**src/rtl/fpck_pkg.sv**
```systemverilog
// ----------------------------------------------------------------------------
// fpck_pkg
// Shared types, key and operator codes and fixed-point helpers of the
// keypad calculator.
// ----------------------------------------------------------------------------
`default_nettype none

package fpck_pkg;

    localparam int DATA_W = 32;
    localparam int CNT_W  = 6;
    localparam int SYM_W  = 4;
    localparam int COUNT_W = 4;

    localparam logic [4:0] KEY_POINT   = 5'd10;
    localparam logic [4:0] KEY_PLUS    = 5'd11;
    localparam logic [4:0] KEY_MINUS   = 5'd12;
    localparam logic [4:0] KEY_TIMES   = 5'd13;
    localparam logic [4:0] KEY_DIVIDE  = 5'd14;
    localparam logic [4:0] KEY_EQUALS  = 5'd15;
    localparam logic [4:0] KEY_PERCENT = 5'd16;
    localparam logic [4:0] KEY_BACK    = 5'd17;
    localparam logic [4:0] KEY_CLEAR   = 5'd18;
    localparam logic [4:0] KEY_SIGN    = 5'd19;

    localparam logic [2:0] OP_NONE   = 3'd0;
    localparam logic [2:0] OP_PLUS   = 3'd1;
    localparam logic [2:0] OP_MINUS  = 3'd2;
    localparam logic [2:0] OP_TIMES  = 3'd3;
    localparam logic [2:0] OP_DIVIDE = 3'd4;

    localparam logic [DATA_W-1:0] ONE_FIX     = 32'd1000;
    localparam logic [DATA_W-1:0] PCT_DIV     = 32'd100;
    localparam logic [DATA_W-1:0] QUOT_LIMIT  = 32'd2000000;
    localparam logic [DATA_W-1:0] FRAC_LIMIT  = 32'd2147483;

    typedef enum logic [2:0] {
        S_IDLE,
        S_MUL,
        S_DIVA,
        S_DIVB,
        S_PSTART,
        S_PARSE,
        S_OUT
    } ctl_state_t;

    typedef enum logic [1:0] {
        P_IDLE,
        P_BODY,
        P_SCALE
    } parse_state_t;

    typedef enum logic [1:0] {
        MODE_DIV,
        MODE_MUL,
        MODE_PCT
    } arith_mode_t;

    function automatic logic [DATA_W-1:0] times10(input logic [DATA_W-1:0] x);
        times10 = (x << 3) + (x << 1);
    endfunction

    function automatic logic [DATA_W-1:0] times1000(input logic [DATA_W-1:0] x);
        times1000 = (x << 10) - (x << 4) - (x << 3);
    endfunction

    function automatic logic [DATA_W-1:0] abs32(input logic [DATA_W-1:0] x);
        abs32 = x[DATA_W-1] ? (~x + 1'b1) : x;
    endfunction

endpackage

`default_nettype wire

```
**src/rtl/fixed_point_calculator_keypad.sv**
```systemverilog
// ----------------------------------------------------------------------------
// fixed_point_calculator_keypad
// Four-function keypad calculator in thousandths, one key request per item.
// ----------------------------------------------------------------------------
// Flow: every key passes through the symbol-serial entry parser before its
//   result is loaded. Multiply adds two passes (shift-add multiplier, then
//   restoring divider); divide adds up to two divider passes, percent one.
// Throughput: one key at a time; the next key is taken once the result sits
//   in the output register. Reset clears the calculator state and both
//   handshakes asynchronously; the entry store and arithmetic scratch
//   registers are not reset.
`default_nettype none

module fixed_point_calculator_keypad #(
    parameter int MAX_ENTRY = 10
) (
    input  wire         clk,
    input  wire         rst_n,
    input  wire         s_tvalid,
    output logic        s_tready,
    input  wire  [7:0]  s_tdata,   // key[4:0]
    output logic        m_tvalid,
    input  wire         m_tready,
    output logic [79:0] m_tdata    // accumulator, entry_value, showing_entry,
                                   // pending_operation, error_flag, entry_count
);
    import fpck_pkg::*;

    localparam int BW = $clog2(MAX_ENTRY + 1);
    localparam int IW = $clog2(MAX_ENTRY);
    localparam int LW = BW + 1;

    ctl_state_t        state_reg, state_next;
    arith_mode_t       mode_reg, mode_next;
    logic [DATA_W-1:0] acc_reg, acc_next;
    logic [DATA_W-1:0] entval_reg, entval_next;
    logic [DATA_W-1:0] ub_reg, ub_next;
    logic [DATA_W-1:0] qk_reg, qk_next;
    logic              sign_reg, sign_next;
    logic [2:0]        op_reg, op_next;
    logic              fresh_reg, fresh_next;
    logic              fault_reg, fault_next;
    logic [BW-1:0]     blen_reg, blen_next;
    logic              neg_reg, neg_next;
    logic              haspt_reg, haspt_next;
    logic [IW-1:0]     ptidx_reg, ptidx_next;
    logic [SYM_W-1:0]  body_reg [MAX_ENTRY];
    logic              out_valid_reg, out_valid_next;
    logic [79:0]       out_data_reg;

    logic              wr_en;
    logic [IW-1:0]     wr_idx;
    logic [SYM_W-1:0]  wr_dat;

    logic [4:0]        key;
    logic              s_acc;
    logic              out_load;
    logic [DATA_W-1:0] b_op;
    logic              is_op;
    logic              go_mul, go_diva, go_pct;
    logic              mul_ok, q_bad, ubig;

    logic              div_start, div_done;
    logic [DATA_W-1:0] div_a, div_b, div_q, div_r;
    logic              mul_start, mul_done;
    logic [2*DATA_W-1:0] mul_p;
    logic              parse_start, parse_done;
    logic [IW-1:0]     rd_idx;
    logic [DATA_W-1:0] parse_val;

    logic [BW-1:0]     base_blen;
    logic              base_neg, base_pt, base_fresh;
    logic [LW-1:0]     base_len;
    logic [BW-1:0]     blen_m1;
    logic [DATA_W-1:0] mag;

    assign key    = s_tdata[4:0];
    assign s_acc  = s_tvalid && s_tready;
    assign b_op   = fresh_reg ? acc_reg : entval_reg;
    assign is_op  = (key >= KEY_PLUS) && (key <= KEY_EQUALS) && !fault_reg;
    assign go_mul  = s_acc && is_op && (op_reg == OP_TIMES);
    assign go_diva = s_acc && is_op && (op_reg == OP_DIVIDE) && (b_op != '0);
    assign go_pct  = s_acc && (key == KEY_PERCENT) && !fault_reg;
    assign mul_ok  = (mul_p[2*DATA_W-1:DATA_W-1] == '0);
    assign q_bad   = (div_q > QUOT_LIMIT);
    assign ubig    = (ub_reg > FRAC_LIMIT);
    assign blen_m1 = blen_reg - 1'b1;

    // next state
    always_comb
    begin
        state_next = state_reg;
        case (state_reg)
            S_IDLE:
            begin
                if (go_mul)
                    state_next = S_MUL;
                else if (go_diva)
                    state_next = S_DIVA;
                else if (go_pct)
                    state_next = S_DIVB;
                else if (s_acc)
                    state_next = S_PSTART;
            end
            S_MUL:
            begin
                if (mul_done)
                    state_next = mul_ok ? S_DIVB : S_PSTART;
            end
            S_DIVA:
            begin
                if (div_done)
                    state_next = (!q_bad && !ubig) ? S_DIVB : S_PSTART;
            end
            S_DIVB:
            begin
                if (div_done)
                    state_next = S_PSTART;
            end
            S_PSTART: state_next = S_PARSE;
            S_PARSE:
            begin
                if (parse_done)
                    state_next = S_OUT;
            end
            S_OUT:
            begin
                if (out_load)
                    state_next = S_IDLE;
            end
            default: state_next = S_IDLE;
        endcase
    end

    // unit control
    always_comb
    begin
        s_tready    = (state_reg == S_IDLE);
        out_load    = (state_reg == S_OUT) && (!out_valid_reg || m_tready);
        parse_start = (state_reg == S_PSTART);
        mul_start   = go_mul;
        div_start   = 1'b0;
        div_a       = abs32(acc_reg);
        div_b       = abs32(b_op);
        case (state_reg)
            S_IDLE:
            begin
                if (go_diva)
                    div_start = 1'b1;
                else if (go_pct)
                begin
                    div_start = 1'b1;
                    div_a     = abs32(b_op);
                    div_b     = PCT_DIV;
                end
            end
            S_MUL:
            begin
                div_start = mul_done && mul_ok;
                div_a     = mul_p[DATA_W-1:0];
                div_b     = ONE_FIX;
            end
            S_DIVA:
            begin
                div_start = div_done && !q_bad && !ubig;
                div_a     = times1000(div_r);
                div_b     = ub_reg;
            end
            default: ;
        endcase
    end

    // calculator state
    always_comb
    begin
        mode_next   = mode_reg;
        acc_next    = acc_reg;
        entval_next = entval_reg;
        ub_next     = ub_reg;
        qk_next     = qk_reg;
        sign_next   = sign_reg;
        op_next     = op_reg;
        fresh_next  = fresh_reg;
        fault_next  = fault_reg;
        blen_next   = blen_reg;
        neg_next    = neg_reg;
        haspt_next  = haspt_reg;
        ptidx_next  = ptidx_reg;
        wr_en       = 1'b0;
        wr_idx      = '0;
        wr_dat      = '0;
        base_blen   = blen_reg;
        base_neg    = neg_reg;
        base_pt     = haspt_reg;
        base_fresh  = fresh_reg;
        base_len    = '0;
        mag         = '0;
        case (state_reg)
            S_IDLE:
            begin
                if (s_acc)
                begin
                    if (key <= KEY_POINT)
                    begin
                        if (fault_reg)
                        begin
                            acc_next   = '0;
                            op_next    = OP_NONE;
                            fault_next = 1'b0;
                            base_fresh = 1'b1;
                        end
                        if (base_fresh)
                        begin
                            base_blen = '0;
                            base_neg  = 1'b0;
                            base_pt   = 1'b0;
                        end
                        fresh_next = 1'b0;
                        blen_next  = base_blen;
                        neg_next   = base_neg;
                        haspt_next = base_pt;
                        base_len   = LW'(base_blen) + LW'(base_neg);
                        if (base_len < LW'(MAX_ENTRY))
                        begin
                            if (key == KEY_POINT)
                            begin
                                if (!base_pt)
                                begin
                                    haspt_next = 1'b1;
                                    if (base_blen == '0)
                                    begin
                                        wr_en      = 1'b1;
                                        ptidx_next = IW'(1);
                                        blen_next  = BW'(2);
                                    end
                                    else
                                    begin
                                        ptidx_next = base_blen[IW-1:0];
                                        blen_next  = base_blen + 1'b1;
                                    end
                                end
                            end
                            else
                            begin
                                wr_en     = 1'b1;
                                wr_idx    = base_blen[IW-1:0];
                                wr_dat    = key[SYM_W-1:0];
                                blen_next = base_blen + 1'b1;
                            end
                        end
                    end
                    else if (key <= KEY_EQUALS)
                    begin
                        if (!fault_reg)
                        begin
                            op_next    = (key == KEY_EQUALS) ? OP_NONE
                                                             : 3'(key - KEY_POINT);
                            fresh_next = 1'b1;
                            blen_next  = '0;
                            neg_next   = 1'b0;
                            haspt_next = 1'b0;
                            sign_next  = acc_reg[DATA_W-1] ^ b_op[DATA_W-1];
                            ub_next    = abs32(b_op);
                            case (op_reg)
                                OP_PLUS:  acc_next = acc_reg + b_op;
                                OP_MINUS: acc_next = acc_reg - b_op;
                                OP_TIMES: mode_next = MODE_MUL;
                                OP_DIVIDE:
                                begin
                                    mode_next = MODE_DIV;
                                    if (b_op == '0)
                                    begin
                                        fault_next = 1'b1;
                                        acc_next   = '0;
                                    end
                                end
                                default:  acc_next = b_op;
                            endcase
                        end
                    end
                    else if (key == KEY_PERCENT)
                    begin
                        if (!fault_reg)
                        begin
                            mode_next  = MODE_PCT;
                            sign_next  = b_op[DATA_W-1];
                            op_next    = OP_NONE;
                            fresh_next = 1'b1;
                            blen_next  = '0;
                            neg_next   = 1'b0;
                            haspt_next = 1'b0;
                        end
                    end
                    else if ((key == KEY_CLEAR) || ((key == KEY_BACK) && fault_reg))
                    begin
                        acc_next   = '0;
                        op_next    = OP_NONE;
                        fault_next = 1'b0;
                        fresh_next = 1'b1;
                        blen_next  = '0;
                        neg_next   = 1'b0;
                        haspt_next = 1'b0;
                    end
                    else if (key == KEY_BACK)
                    begin
                        if (!fresh_reg)
                        begin
                            blen_next = blen_m1;
                            if (haspt_reg && (ptidx_reg == blen_m1[IW-1:0]))
                                haspt_next = 1'b0;
                            if (blen_m1 == '0)
                            begin
                                fresh_next = 1'b1;
                                acc_next   = '0;
                                neg_next   = 1'b0;
                            end
                        end
                    end
                    else if (key == KEY_SIGN)
                    begin
                        if (!fault_reg)
                        begin
                            if (fresh_reg)
                                acc_next = ~acc_reg + 1'b1;
                            else
                                neg_next = !neg_reg;
                        end
                    end
                end
            end
            S_MUL:
            begin
                if (mul_done && !mul_ok)
                begin
                    fault_next = 1'b1;
                    acc_next   = '0;
                end
            end
            S_DIVA:
            begin
                if (div_done)
                begin
                    qk_next = times1000(div_q);
                    if (q_bad)
                    begin
                        fault_next = 1'b1;
                        acc_next   = '0;
                    end
                    else if (ubig)
                    begin
                        mag      = times1000(div_q);
                        acc_next = sign_reg ? (~mag + 1'b1) : mag;
                    end
                end
            end
            S_DIVB:
            begin
                if (div_done)
                begin
                    mag      = (mode_reg == MODE_DIV) ? (qk_reg + div_q) : div_q;
                    acc_next = sign_reg ? (~mag + 1'b1) : mag;
                end
            end
            S_PARSE:
            begin
                if (parse_done)
                    entval_next = parse_val;
            end
            default: ;
        endcase
    end

    always_comb
    begin
        out_valid_next = out_valid_reg;
        if (out_load)
            out_valid_next = 1'b1;
        else if (m_tready)
            out_valid_next = 1'b0;
    end

    always_ff @(posedge clk or negedge rst_n)
    begin
        if (!rst_n)
        begin
            state_reg     <= S_IDLE;
            acc_reg       <= '0;
            entval_reg    <= '0;
            op_reg        <= OP_NONE;
            fresh_reg     <= 1'b1;
            fault_reg     <= 1'b0;
            blen_reg      <= '0;
            neg_reg       <= 1'b0;
            haspt_reg     <= 1'b0;
            out_valid_reg <= 1'b0;
        end
        else
        begin
            state_reg     <= state_next;
            acc_reg       <= acc_next;
            entval_reg    <= entval_next;
            op_reg        <= op_next;
            fresh_reg     <= fresh_next;
            fault_reg     <= fault_next;
            blen_reg      <= blen_next;
            neg_reg       <= neg_next;
            haspt_reg     <= haspt_next;
            out_valid_reg <= out_valid_next;
        end
    end

    always_ff @(posedge clk)
    begin
        mode_reg  <= mode_next;
        ub_reg    <= ub_next;
        qk_reg    <= qk_next;
        sign_reg  <= sign_next;
        ptidx_reg <= ptidx_next;
        if (wr_en)
            body_reg[wr_idx] <= wr_dat;
        if (out_load)
            out_data_reg <= {7'd0,
                             COUNT_W'(blen_reg) + COUNT_W'(neg_reg),
                             fault_reg,
                             op_reg,
                             !fresh_reg,
                             entval_reg,
                             acc_reg};
    end

    fpck_div u_div (
        .clk      (clk),
        .rst_n    (rst_n),
        .start    (div_start),
        .dividend (div_a),
        .divisor  (div_b),
        .done     (div_done),
        .quot     (div_q),
        .rem      (div_r)
    );

    fpck_mul u_mul (
        .clk     (clk),
        .rst_n   (rst_n),
        .start   (mul_start),
        .a       (abs32(acc_reg)),
        .b       (abs32(b_op)),
        .done    (mul_done),
        .product (mul_p)
    );

    fpck_parse #(
        .MAX_ENTRY (MAX_ENTRY)
    ) u_parse (
        .clk     (clk),
        .rst_n   (rst_n),
        .start   (parse_start),
        .blen    (blen_reg),
        .neg     (neg_reg),
        .has_pt  (haspt_reg),
        .pt_idx  (ptidx_reg),
        .rd_data (body_reg[rd_idx]),
        .rd_idx  (rd_idx),
        .done    (parse_done),
        .value   (parse_val)
    );

    assign m_tvalid = out_valid_reg;
    assign m_tdata  = out_data_reg;

endmodule

`default_nettype wire

```
**src/rtl/fpck_div.sv**
```systemverilog
// ----------------------------------------------------------------------------
// fpck_div
// Restoring unsigned divider, one quotient bit per cycle.
// ----------------------------------------------------------------------------
`default_nettype none

module fpck_div (
    input  wire                          clk,
    input  wire                          rst_n,
    input  wire                          start,
    input  wire  [fpck_pkg::DATA_W-1:0]  dividend,
    input  wire  [fpck_pkg::DATA_W-1:0]  divisor,
    output logic                         done,
    output logic [fpck_pkg::DATA_W-1:0]  quot,
    output logic [fpck_pkg::DATA_W-1:0]  rem
);
    import fpck_pkg::*;

    logic              run_reg, run_next;
    logic              done_reg, done_next;
    logic [CNT_W-1:0]  cnt_reg, cnt_next;
    logic [DATA_W-1:0] rem_reg, rem_next;
    logic [DATA_W-1:0] quo_reg, quo_next;
    logic [DATA_W-1:0] d_reg, d_next;
    logic [DATA_W:0]   trial;

    always_comb
    begin
        run_next  = run_reg;
        done_next = 1'b0;
        cnt_next  = cnt_reg;
        rem_next  = rem_reg;
        quo_next  = quo_reg;
        d_next    = d_reg;
        trial     = {rem_reg, quo_reg[DATA_W-1]} - {1'b0, d_reg};
        if (start)
        begin
            run_next = 1'b1;
            cnt_next = '0;
            rem_next = '0;
            quo_next = dividend;
            d_next   = divisor;
        end
        else if (run_reg)
        begin
            if (!trial[DATA_W])
            begin
                rem_next = trial[DATA_W-1:0];
                quo_next = {quo_reg[DATA_W-2:0], 1'b1};
            end
            else
            begin
                rem_next = {rem_reg[DATA_W-2:0], quo_reg[DATA_W-1]};
                quo_next = {quo_reg[DATA_W-2:0], 1'b0};
            end
            cnt_next = cnt_reg + 1'b1;
            if (cnt_reg == CNT_W'(DATA_W - 1))
            begin
                run_next  = 1'b0;
                done_next = 1'b1;
            end
        end
    end

    always_ff @(posedge clk or negedge rst_n)
    begin
        if (!rst_n)
        begin
            run_reg  <= 1'b0;
            done_reg <= 1'b0;
            cnt_reg  <= '0;
        end
        else
        begin
            run_reg  <= run_next;
            done_reg <= done_next;
            cnt_reg  <= cnt_next;
        end
    end

    always_ff @(posedge clk)
    begin
        rem_reg <= rem_next;
        quo_reg <= quo_next;
        d_reg   <= d_next;
    end

    assign done = done_reg;
    assign quot = quo_reg;
    assign rem  = rem_reg;

endmodule

`default_nettype wire

```
**src/rtl/fpck_mul.sv**
```systemverilog
// ----------------------------------------------------------------------------
// fpck_mul
// Shift-add unsigned multiplier, one multiplier bit per cycle.
// ----------------------------------------------------------------------------
`default_nettype none

module fpck_mul (
    input  wire                            clk,
    input  wire                            rst_n,
    input  wire                            start,
    input  wire  [fpck_pkg::DATA_W-1:0]    a,
    input  wire  [fpck_pkg::DATA_W-1:0]    b,
    output logic                           done,
    output logic [2*fpck_pkg::DATA_W-1:0]  product
);
    import fpck_pkg::*;

    logic              run_reg, run_next;
    logic              done_reg, done_next;
    logic [CNT_W-1:0]  cnt_reg, cnt_next;
    logic [DATA_W-1:0] hi_reg, hi_next;
    logic [DATA_W-1:0] lo_reg, lo_next;
    logic [DATA_W-1:0] a_reg, a_next;
    logic [DATA_W:0]   sum;

    always_comb
    begin
        run_next  = run_reg;
        done_next = 1'b0;
        cnt_next  = cnt_reg;
        hi_next   = hi_reg;
        lo_next   = lo_reg;
        a_next    = a_reg;
        sum       = {1'b0, hi_reg} + (lo_reg[0] ? {1'b0, a_reg} : '0);
        if (start)
        begin
            run_next = 1'b1;
            cnt_next = '0;
            hi_next  = '0;
            lo_next  = b;
            a_next   = a;
        end
        else if (run_reg)
        begin
            hi_next  = sum[DATA_W:1];
            lo_next  = {sum[0], lo_reg[DATA_W-1:1]};
            cnt_next = cnt_reg + 1'b1;
            if (cnt_reg == CNT_W'(DATA_W - 1))
            begin
                run_next  = 1'b0;
                done_next = 1'b1;
            end
        end
    end

    always_ff @(posedge clk or negedge rst_n)
    begin
        if (!rst_n)
        begin
            run_reg  <= 1'b0;
            done_reg <= 1'b0;
            cnt_reg  <= '0;
        end
        else
        begin
            run_reg  <= run_next;
            done_reg <= done_next;
            cnt_reg  <= cnt_next;
        end
    end

    always_ff @(posedge clk)
    begin
        hi_reg <= hi_next;
        lo_reg <= lo_next;
        a_reg  <= a_next;
    end

    assign done    = done_reg;
    assign product = {hi_reg, lo_reg};

endmodule

`default_nettype wire

```
**src/rtl/fpck_parse.sv**
```systemverilog
// ----------------------------------------------------------------------------
// fpck_parse
// Entry parser: walks the entry one symbol per cycle into thousandths.
// ----------------------------------------------------------------------------
`default_nettype none

module fpck_parse #(
    parameter int MAX_ENTRY = 10
) (
    input  wire                                  clk,
    input  wire                                  rst_n,
    input  wire                                  start,
    input  wire  [$clog2(MAX_ENTRY+1)-1:0]       blen,
    input  wire                                  neg,
    input  wire                                  has_pt,
    input  wire  [$clog2(MAX_ENTRY)-1:0]         pt_idx,
    input  wire  [fpck_pkg::SYM_W-1:0]           rd_data,
    output logic [$clog2(MAX_ENTRY)-1:0]         rd_idx,
    output logic                                 done,
    output logic [fpck_pkg::DATA_W-1:0]          value
);
    import fpck_pkg::*;

    localparam int BW = $clog2(MAX_ENTRY + 1);
    localparam int IW = $clog2(MAX_ENTRY);

    parse_state_t      state_reg, state_next;
    logic [BW-1:0]     idx_reg, idx_next;
    logic              frac_reg, frac_next;
    logic [1:0]        digs_reg, digs_next;
    logic [1:0]        scl_reg, scl_next;
    logic              neg_reg, neg_next;
    logic              done_reg, done_next;
    logic [DATA_W-1:0] v_reg, v_next;
    logic              at_end;
    logic              at_point;

    assign at_end   = (idx_reg == blen);
    assign at_point = has_pt && (idx_reg == BW'(pt_idx));

    always_comb
    begin
        state_next = state_reg;
        case (state_reg)
            P_IDLE:
            begin
                if (start)
                    state_next = P_BODY;
            end
            P_BODY:
            begin
                if (at_end)
                    state_next = P_SCALE;
            end
            P_SCALE:
            begin
                if (scl_reg == 2'd0)
                    state_next = P_IDLE;
            end
            default: state_next = P_IDLE;
        endcase
    end

    always_comb
    begin
        idx_next  = idx_reg;
        frac_next = frac_reg;
        digs_next = digs_reg;
        scl_next  = scl_reg;
        neg_next  = neg_reg;
        v_next    = v_reg;
        done_next = 1'b0;
        case (state_reg)
            P_IDLE:
            begin
                if (start)
                begin
                    idx_next  = '0;
                    frac_next = 1'b0;
                    digs_next = 2'd0;
                    neg_next  = neg;
                    v_next    = '0;
                end
            end
            P_BODY:
            begin
                if (at_end)
                    scl_next = frac_reg ? (2'd3 - digs_reg) : 2'd3;
                else
                begin
                    if (at_point)
                        frac_next = 1'b1;
                    else if (!frac_reg)
                        v_next = times10(v_reg) + DATA_W'(rd_data);
                    else if (digs_reg != 2'd3)
                    begin
                        v_next    = times10(v_reg) + DATA_W'(rd_data);
                        digs_next = digs_reg + 1'b1;
                    end
                    idx_next = idx_reg + 1'b1;
                end
            end
            P_SCALE:
            begin
                if (scl_reg == 2'd0)
                begin
                    v_next    = neg_reg ? (~v_reg + 1'b1) : v_reg;
                    done_next = 1'b1;
                end
                else
                begin
                    v_next   = times10(v_reg);
                    scl_next = scl_reg - 1'b1;
                end
            end
            default: ;
        endcase
    end

    always_ff @(posedge clk or negedge rst_n)
    begin
        if (!rst_n)
        begin
            state_reg <= P_IDLE;
            done_reg  <= 1'b0;
        end
        else
        begin
            state_reg <= state_next;
            done_reg  <= done_next;
        end
    end

    always_ff @(posedge clk)
    begin
        idx_reg  <= idx_next;
        frac_reg <= frac_next;
        digs_reg <= digs_next;
        scl_reg  <= scl_next;
        neg_reg  <= neg_next;
        v_reg    <= v_next;
    end

    assign rd_idx = idx_reg[IW-1:0];
    assign done   = done_reg;
    assign value  = v_reg;

endmodule

`default_nettype wire

```
**config.mk**
```make
export PLATFORM = sky130hd
export DESIGN_NAME = fixed_point_calculator_keypad
export DESIGN_NICKNAME = d
export VERILOG_FILES = /design/src/rtl/fpck_pkg.sv /design/src/rtl/fixed_point_calculator_keypad.sv /design/src/rtl/fpck_div.sv /design/src/rtl/fpck_mul.sv /design/src/rtl/fpck_parse.sv
export SDC_FILE = /design/constraint.sdc
export NUM_CORES = 2
export LEC_CHECK = 0
export ABC_CLOCK_PERIOD_IN_PS = 5950
export BUFFER_PORTS_ARGS = -buffer_cell sky130_fd_sc_hd__buf_2
export CORE_UTILIZATION = 58
export DETAILED_ROUTE_END_ITERATION = 10
export PLACE_DENSITY = 0.86
export SETUP_SLACK_MARGIN = 0.4
export SYNTH_ARGS = -nofsm -noshare
export SYNTH_HDL_FRONTEND = slang
export SYNTH_SLANG_ARGS = --single-unit
```
**constraint.sdc**
```tcl
create_clock -name clk -period 5.95 [get_ports clk]
set_input_delay 0.595 -clock clk [delete_from_list [all_inputs] [get_ports clk]]
set_output_delay 0.595 -clock clk [all_outputs]
set_load 0.1 [all_outputs]
```
==> impl_summary.txt <==
----------------------------------------------------
[Worst setup path]
  Cells along the critical path ... inv_1, fa_1, ha_1, and4_1, nor4bb_2, a211oi_2, xnor2_1, a2111oi_4, nand4b_1, or4b_4, or3_4, o21ai_2, xnor2_1, a211o_1, o32a_1
  Kind of start point of the critical path ... flip-flop
  WP buf/inv ... 1
  Maximum fanout along the worst path ... 7
  Number of cell instances on the worst register-to-register path ... 15
  Category of the critical setup timing path ... reg -> reg
  Signal arrival time at the worst endpoint ... 5.91 ns
  Kind of end point of the critical path ... flip-flop
  Req. time, crit path ... between 6 and 7 ns
  Logic depth of the worst setup path including buffers ... 15
  Crit-path max cell delay ... 0.64 ns
  Largest delay contributor family on the critical path ... simple AND/OR/NAND/NOR gates
  Crit path top cell by count ... sky130_fd_sc_hd__xnor2_1
  Cell with the largest stage delay on the worst path ... sky130_fd_sc_hd__or4b_4

[Layout]
  Area of all placed cells without fillers ... 44450 um^2
  Max reg flops ... 73
  Commonest non-fill, non-tap cells in the layout ... 423 x sky130_fd_sc_hd__nand2_1, 369 x sky130_fd_sc_hd__nor2_1, 351 x sky130_fd_sc_hd__edfxtp_1
  Synthesis-to-finish area growth ... 9.331%
  Fraction of final layout cells with drive strength greater than 1 ... 0.09053
  Number of nets in the finished design ... 4848
  Commonest non-fill, non-tap cell in the layout ... sky130_fd_sc_hd__nand2_1

[Synth]
  Sequential share of the synthesized area ... 0.3531
  Yosys warnings ... 0
  Mean instance size in the synthesized netlist ... 9.041 um^2
  Count of state elements after synthesis ... approximately 520
  Count of flip-flops with a built-in enable after synthesis ... about 350
  Area of the mapped netlist ... 40660 um^2
  Post-Syn Instances ... between 4000 and 5000
  Cell types with the largest area share after synthesis ... sky130_fd_sc_hd__edfxtp_1 26%, sky130_fd_sc_hd__ha_1 8.2%, sky130_fd_sc_hd__dfrtp_1 6.0%
  Area fraction of the dominant cell type after synthesis ... 0.2593
  Share of synthesized flip-flops with an asynchronous set or reset ... 0.1896
  Predominant post-synthesis flop cell ... sky130_fd_sc_hd__edfxtp_1
  Leading area contributor after synthesis ... sky130_fd_sc_hd__edfxtp_1
  Yosys cell types ... 100

[Global routing]
  Leftover overflow at the end of global routing ... 0
  First-pass GRT wire length ... roughly 190 mm
  Total GRT Usage ... 0.3529
  Pin count of the biggest net entering global routing ... 70
  Number of antenna violations at the first check in global routing ... 8
  Number of global-route vias before repair ... 34080

[Floorplanning]
  Number of primary I/O pins ... 94
  Vertical die dimension ... 266.8 um
  Row cnt ... 96
  Horiz. Die Dim ... about 270 um
  Core box area ... 68950 um^2
  DIE AREA ... 71160 um^2
  Starting density of the core ... 0.5897

[Place]
  DPL Wire Length ... 95.86 mm
  Dpl cell area ... 42160 um^2
  IO Port Bufs ... between 80 and 90
  Weighted congestion at the end of routability-driven global placement ... 1.024

[Timing]
  Final hold viol count ... 0
  Slew Limit Headroom ... 0.02680
  Max Clock Freq ... 185.7 MHz
  Worst-margin pin slew ... ~1.4 ns
  Number of pins exceeding their max-slew limit in the final report ... 0
  Fin Clk Skew ... between 0.03 and 0.04 ns
  Period utilisation layout ... 0.9051
  Final setup TNS ... 0 ns
  Final critical path time including I/O delays and setup ... 5.385 ns
  Setup repair after global routing missed its margin ... true
  Final-report setup violation count ... 0

[Power]
  Highest ir drop seen on vdd ... 0.2454 mV
  Switching component of the power ... 1.678 mW
  Pwr/cell area ... 176.4 nW/um^2
  Internal power ... 6.165 mW
  Sequential fraction of design power ... 0.484
  Fraction of power consumed by the clock network ... 0.506
  Share of total power consumed by net switching ... 0.2139
  P_leak ... 17.72 nW
  Fraction of power consumed by combinational cells ... 0.009

[CTS]
  CTS tree ... built
  Clock latency of the later-clocked register in the worst-skew pair ... around 0.67 ns
  CTS sink count ... 517
  H-tree level count ... 2
  Maximum clock insertion buffer count ... 3
  CTS clock-pin slew for the worst setup and hold paths ... 0.07 ns
  CTS Root Buffer Type ... sky130_fd_sc_hd__clkbuf_16
  Number of CTS-inserted buffers ... just under 60

[Drt]
  Wire length per cell ... 23.11 um
  Starting DRT DRC Count ... 4693
  Via count ... 36230
  DRC violations left ... 0
  Antenna Violating Nets Remaining ... 0
  Ratio of routed vias to standard cells ... 6.578
  First-pass iteration count of the detailed router ... 8
  Total Routed Length ... 127.3 mm

[Run]
  # Max-Cap Violations ... 0

[Outcome]
  Status ... finished, final reports clean

[Hold path]
  Worst Hold Path Cells ... 3
  Type of the worst min-delay path ... in -> reg

----------------------------------------------------
==> tightest hold or removal path, cell delays in order <==
cell and delay, ns:
sky130_fd_sc_hd__buf_2 0.10, sky130_fd_sc_hd__nor2b_1 0.09, sky130_fd_sc_hd__a21o_1 0.16
==> stage by stage <==
step           setup slack, ns  hold slack (ns)  power [mW]    util  cells
3_5_place_dp            0.4110           0.4696       3.947  0.6115   5389
2_1_floorplan           0.5118           0.2994       3.920       -   4503
5_1_grt                 0.3048           0.3283       8.004  0.6445   5504
4_1_cts                 0.4068           0.2972       7.867  0.6422   5500
6_report                0.5649           0.3213       7.843  0.6447   5508
3_3_place_gp            0.4485           0.4611       3.946  0.6115   5389
==> cell families after synthesis <==
family,Yosys count,synth area share
buf+inv,434,0.04115
compound gates,1252,0.2056
simple gates,1445,0.1717
flops,517,0.3531
mux,127,0.03496
xor+xnor,408,0.08827
fa+ha+maj,313,0.1052
other cells,1,0.00009224
==> timing repair <==
action / CTS / global route
gates resized for setup: 1 / 24
setup buffers: 0 / 4
endpoints found under the setup margin: 1 / 75
gates cloned: 0 / 0
hold buffers: 1 / 0
pin swaps: 0 / 1
endpoints found under the hold margin: 25 / 0
==> cell type report <==
| class | instances | area (um^2) |
|---|---|---|
| Sequential cell | 517 | 14360 |
| Multi-Input combinational cell | 3552 | 24850 |
| Tap cell | 931 | 1165 |
| Clock buffer | 76 | 1602 |
| Inverter | 217 | 814.5 |
| Timing Repair Buffer | 177 | 1146 |
| Antenna cell | 4 | 10.01 |
| Fill cell | 5545 | 24500 |
| Clock inverter | 34 | 503.0 |
==> power groups by stage <==
| stage | Combinational (mW) | Sequential [mW] | Clock, mW |
|---|---|---|---|
| 2_1_floorplan | 0.0450 | 3.87 | 0 |
| 3_3_place_gp | 0.0713 | 3.87 | 0 |
| 3_5_place_dp | 0.0722 | 3.87 | 0 |
| 4_1_cts | 0.0730 | 3.80 | 4.00 |
| 5_1_grt | 0.0794 | 3.80 | 4.13 |
| 6_report | 0.0744 | 3.80 | 3.97 |
==> routing by layer <==
layer	share of wire	wire length (um)	vias up	global-route usage
li1	-	-	16600	-
met5	0.00021	27	-	0
met1	0.41	51940	17270	0.4833
met4	0.053	6808	4	0.1755
met2	0.43	54720	2007	0.5299
met3	0.11	13790	350	0.07298
==> cell usage after synthesis, types with 48 or more instances <==
library cell and count:
sky130_fd_sc_hd__a211oi_1 79, sky130_fd_sc_hd__a21o_1 105, sky130_fd_sc_hd__a21oi_1 321, sky130_fd_sc_hd__and2_1 53
sky130_fd_sc_hd__clkbuf_1 189, sky130_fd_sc_hd__dfrtp_1 97, sky130_fd_sc_hd__dfxtp_1 68, sky130_fd_sc_hd__edfxtp_1 351
sky130_fd_sc_hd__fa_1 48, sky130_fd_sc_hd__ha_1 265, sky130_fd_sc_hd__inv_1 212, sky130_fd_sc_hd__mux2i_1 79
sky130_fd_sc_hd__nand2_1 424, sky130_fd_sc_hd__nand2b_1 49, sky130_fd_sc_hd__nand3_1 88, sky130_fd_sc_hd__nor2_1 372
sky130_fd_sc_hd__nor2b_1 71, sky130_fd_sc_hd__nor3_1 114, sky130_fd_sc_hd__o21a_1 53, sky130_fd_sc_hd__o21ai_0 235
sky130_fd_sc_hd__xnor2_1 247, sky130_fd_sc_hd__xor2_1 159
==> final timing paths <==
path                                  startpoint            end  slack [ns]
worst max register to register     u_div.quot[9]    acc_reg[29]        0.56
min in group asynchronous                  rst_n  entval_reg[0]        0.50
worst min register to register  u_div.cnt_reg[5]     u_div.done        0.48
max in group asynchronous                  rst_n    acc_reg[28]        4.13
worst min-delay path                    m_tready       m_tvalid        0.32
worst max-delay path               u_div.quot[9]    acc_reg[29]        0.56
Power figures use the tool's default switching activity.
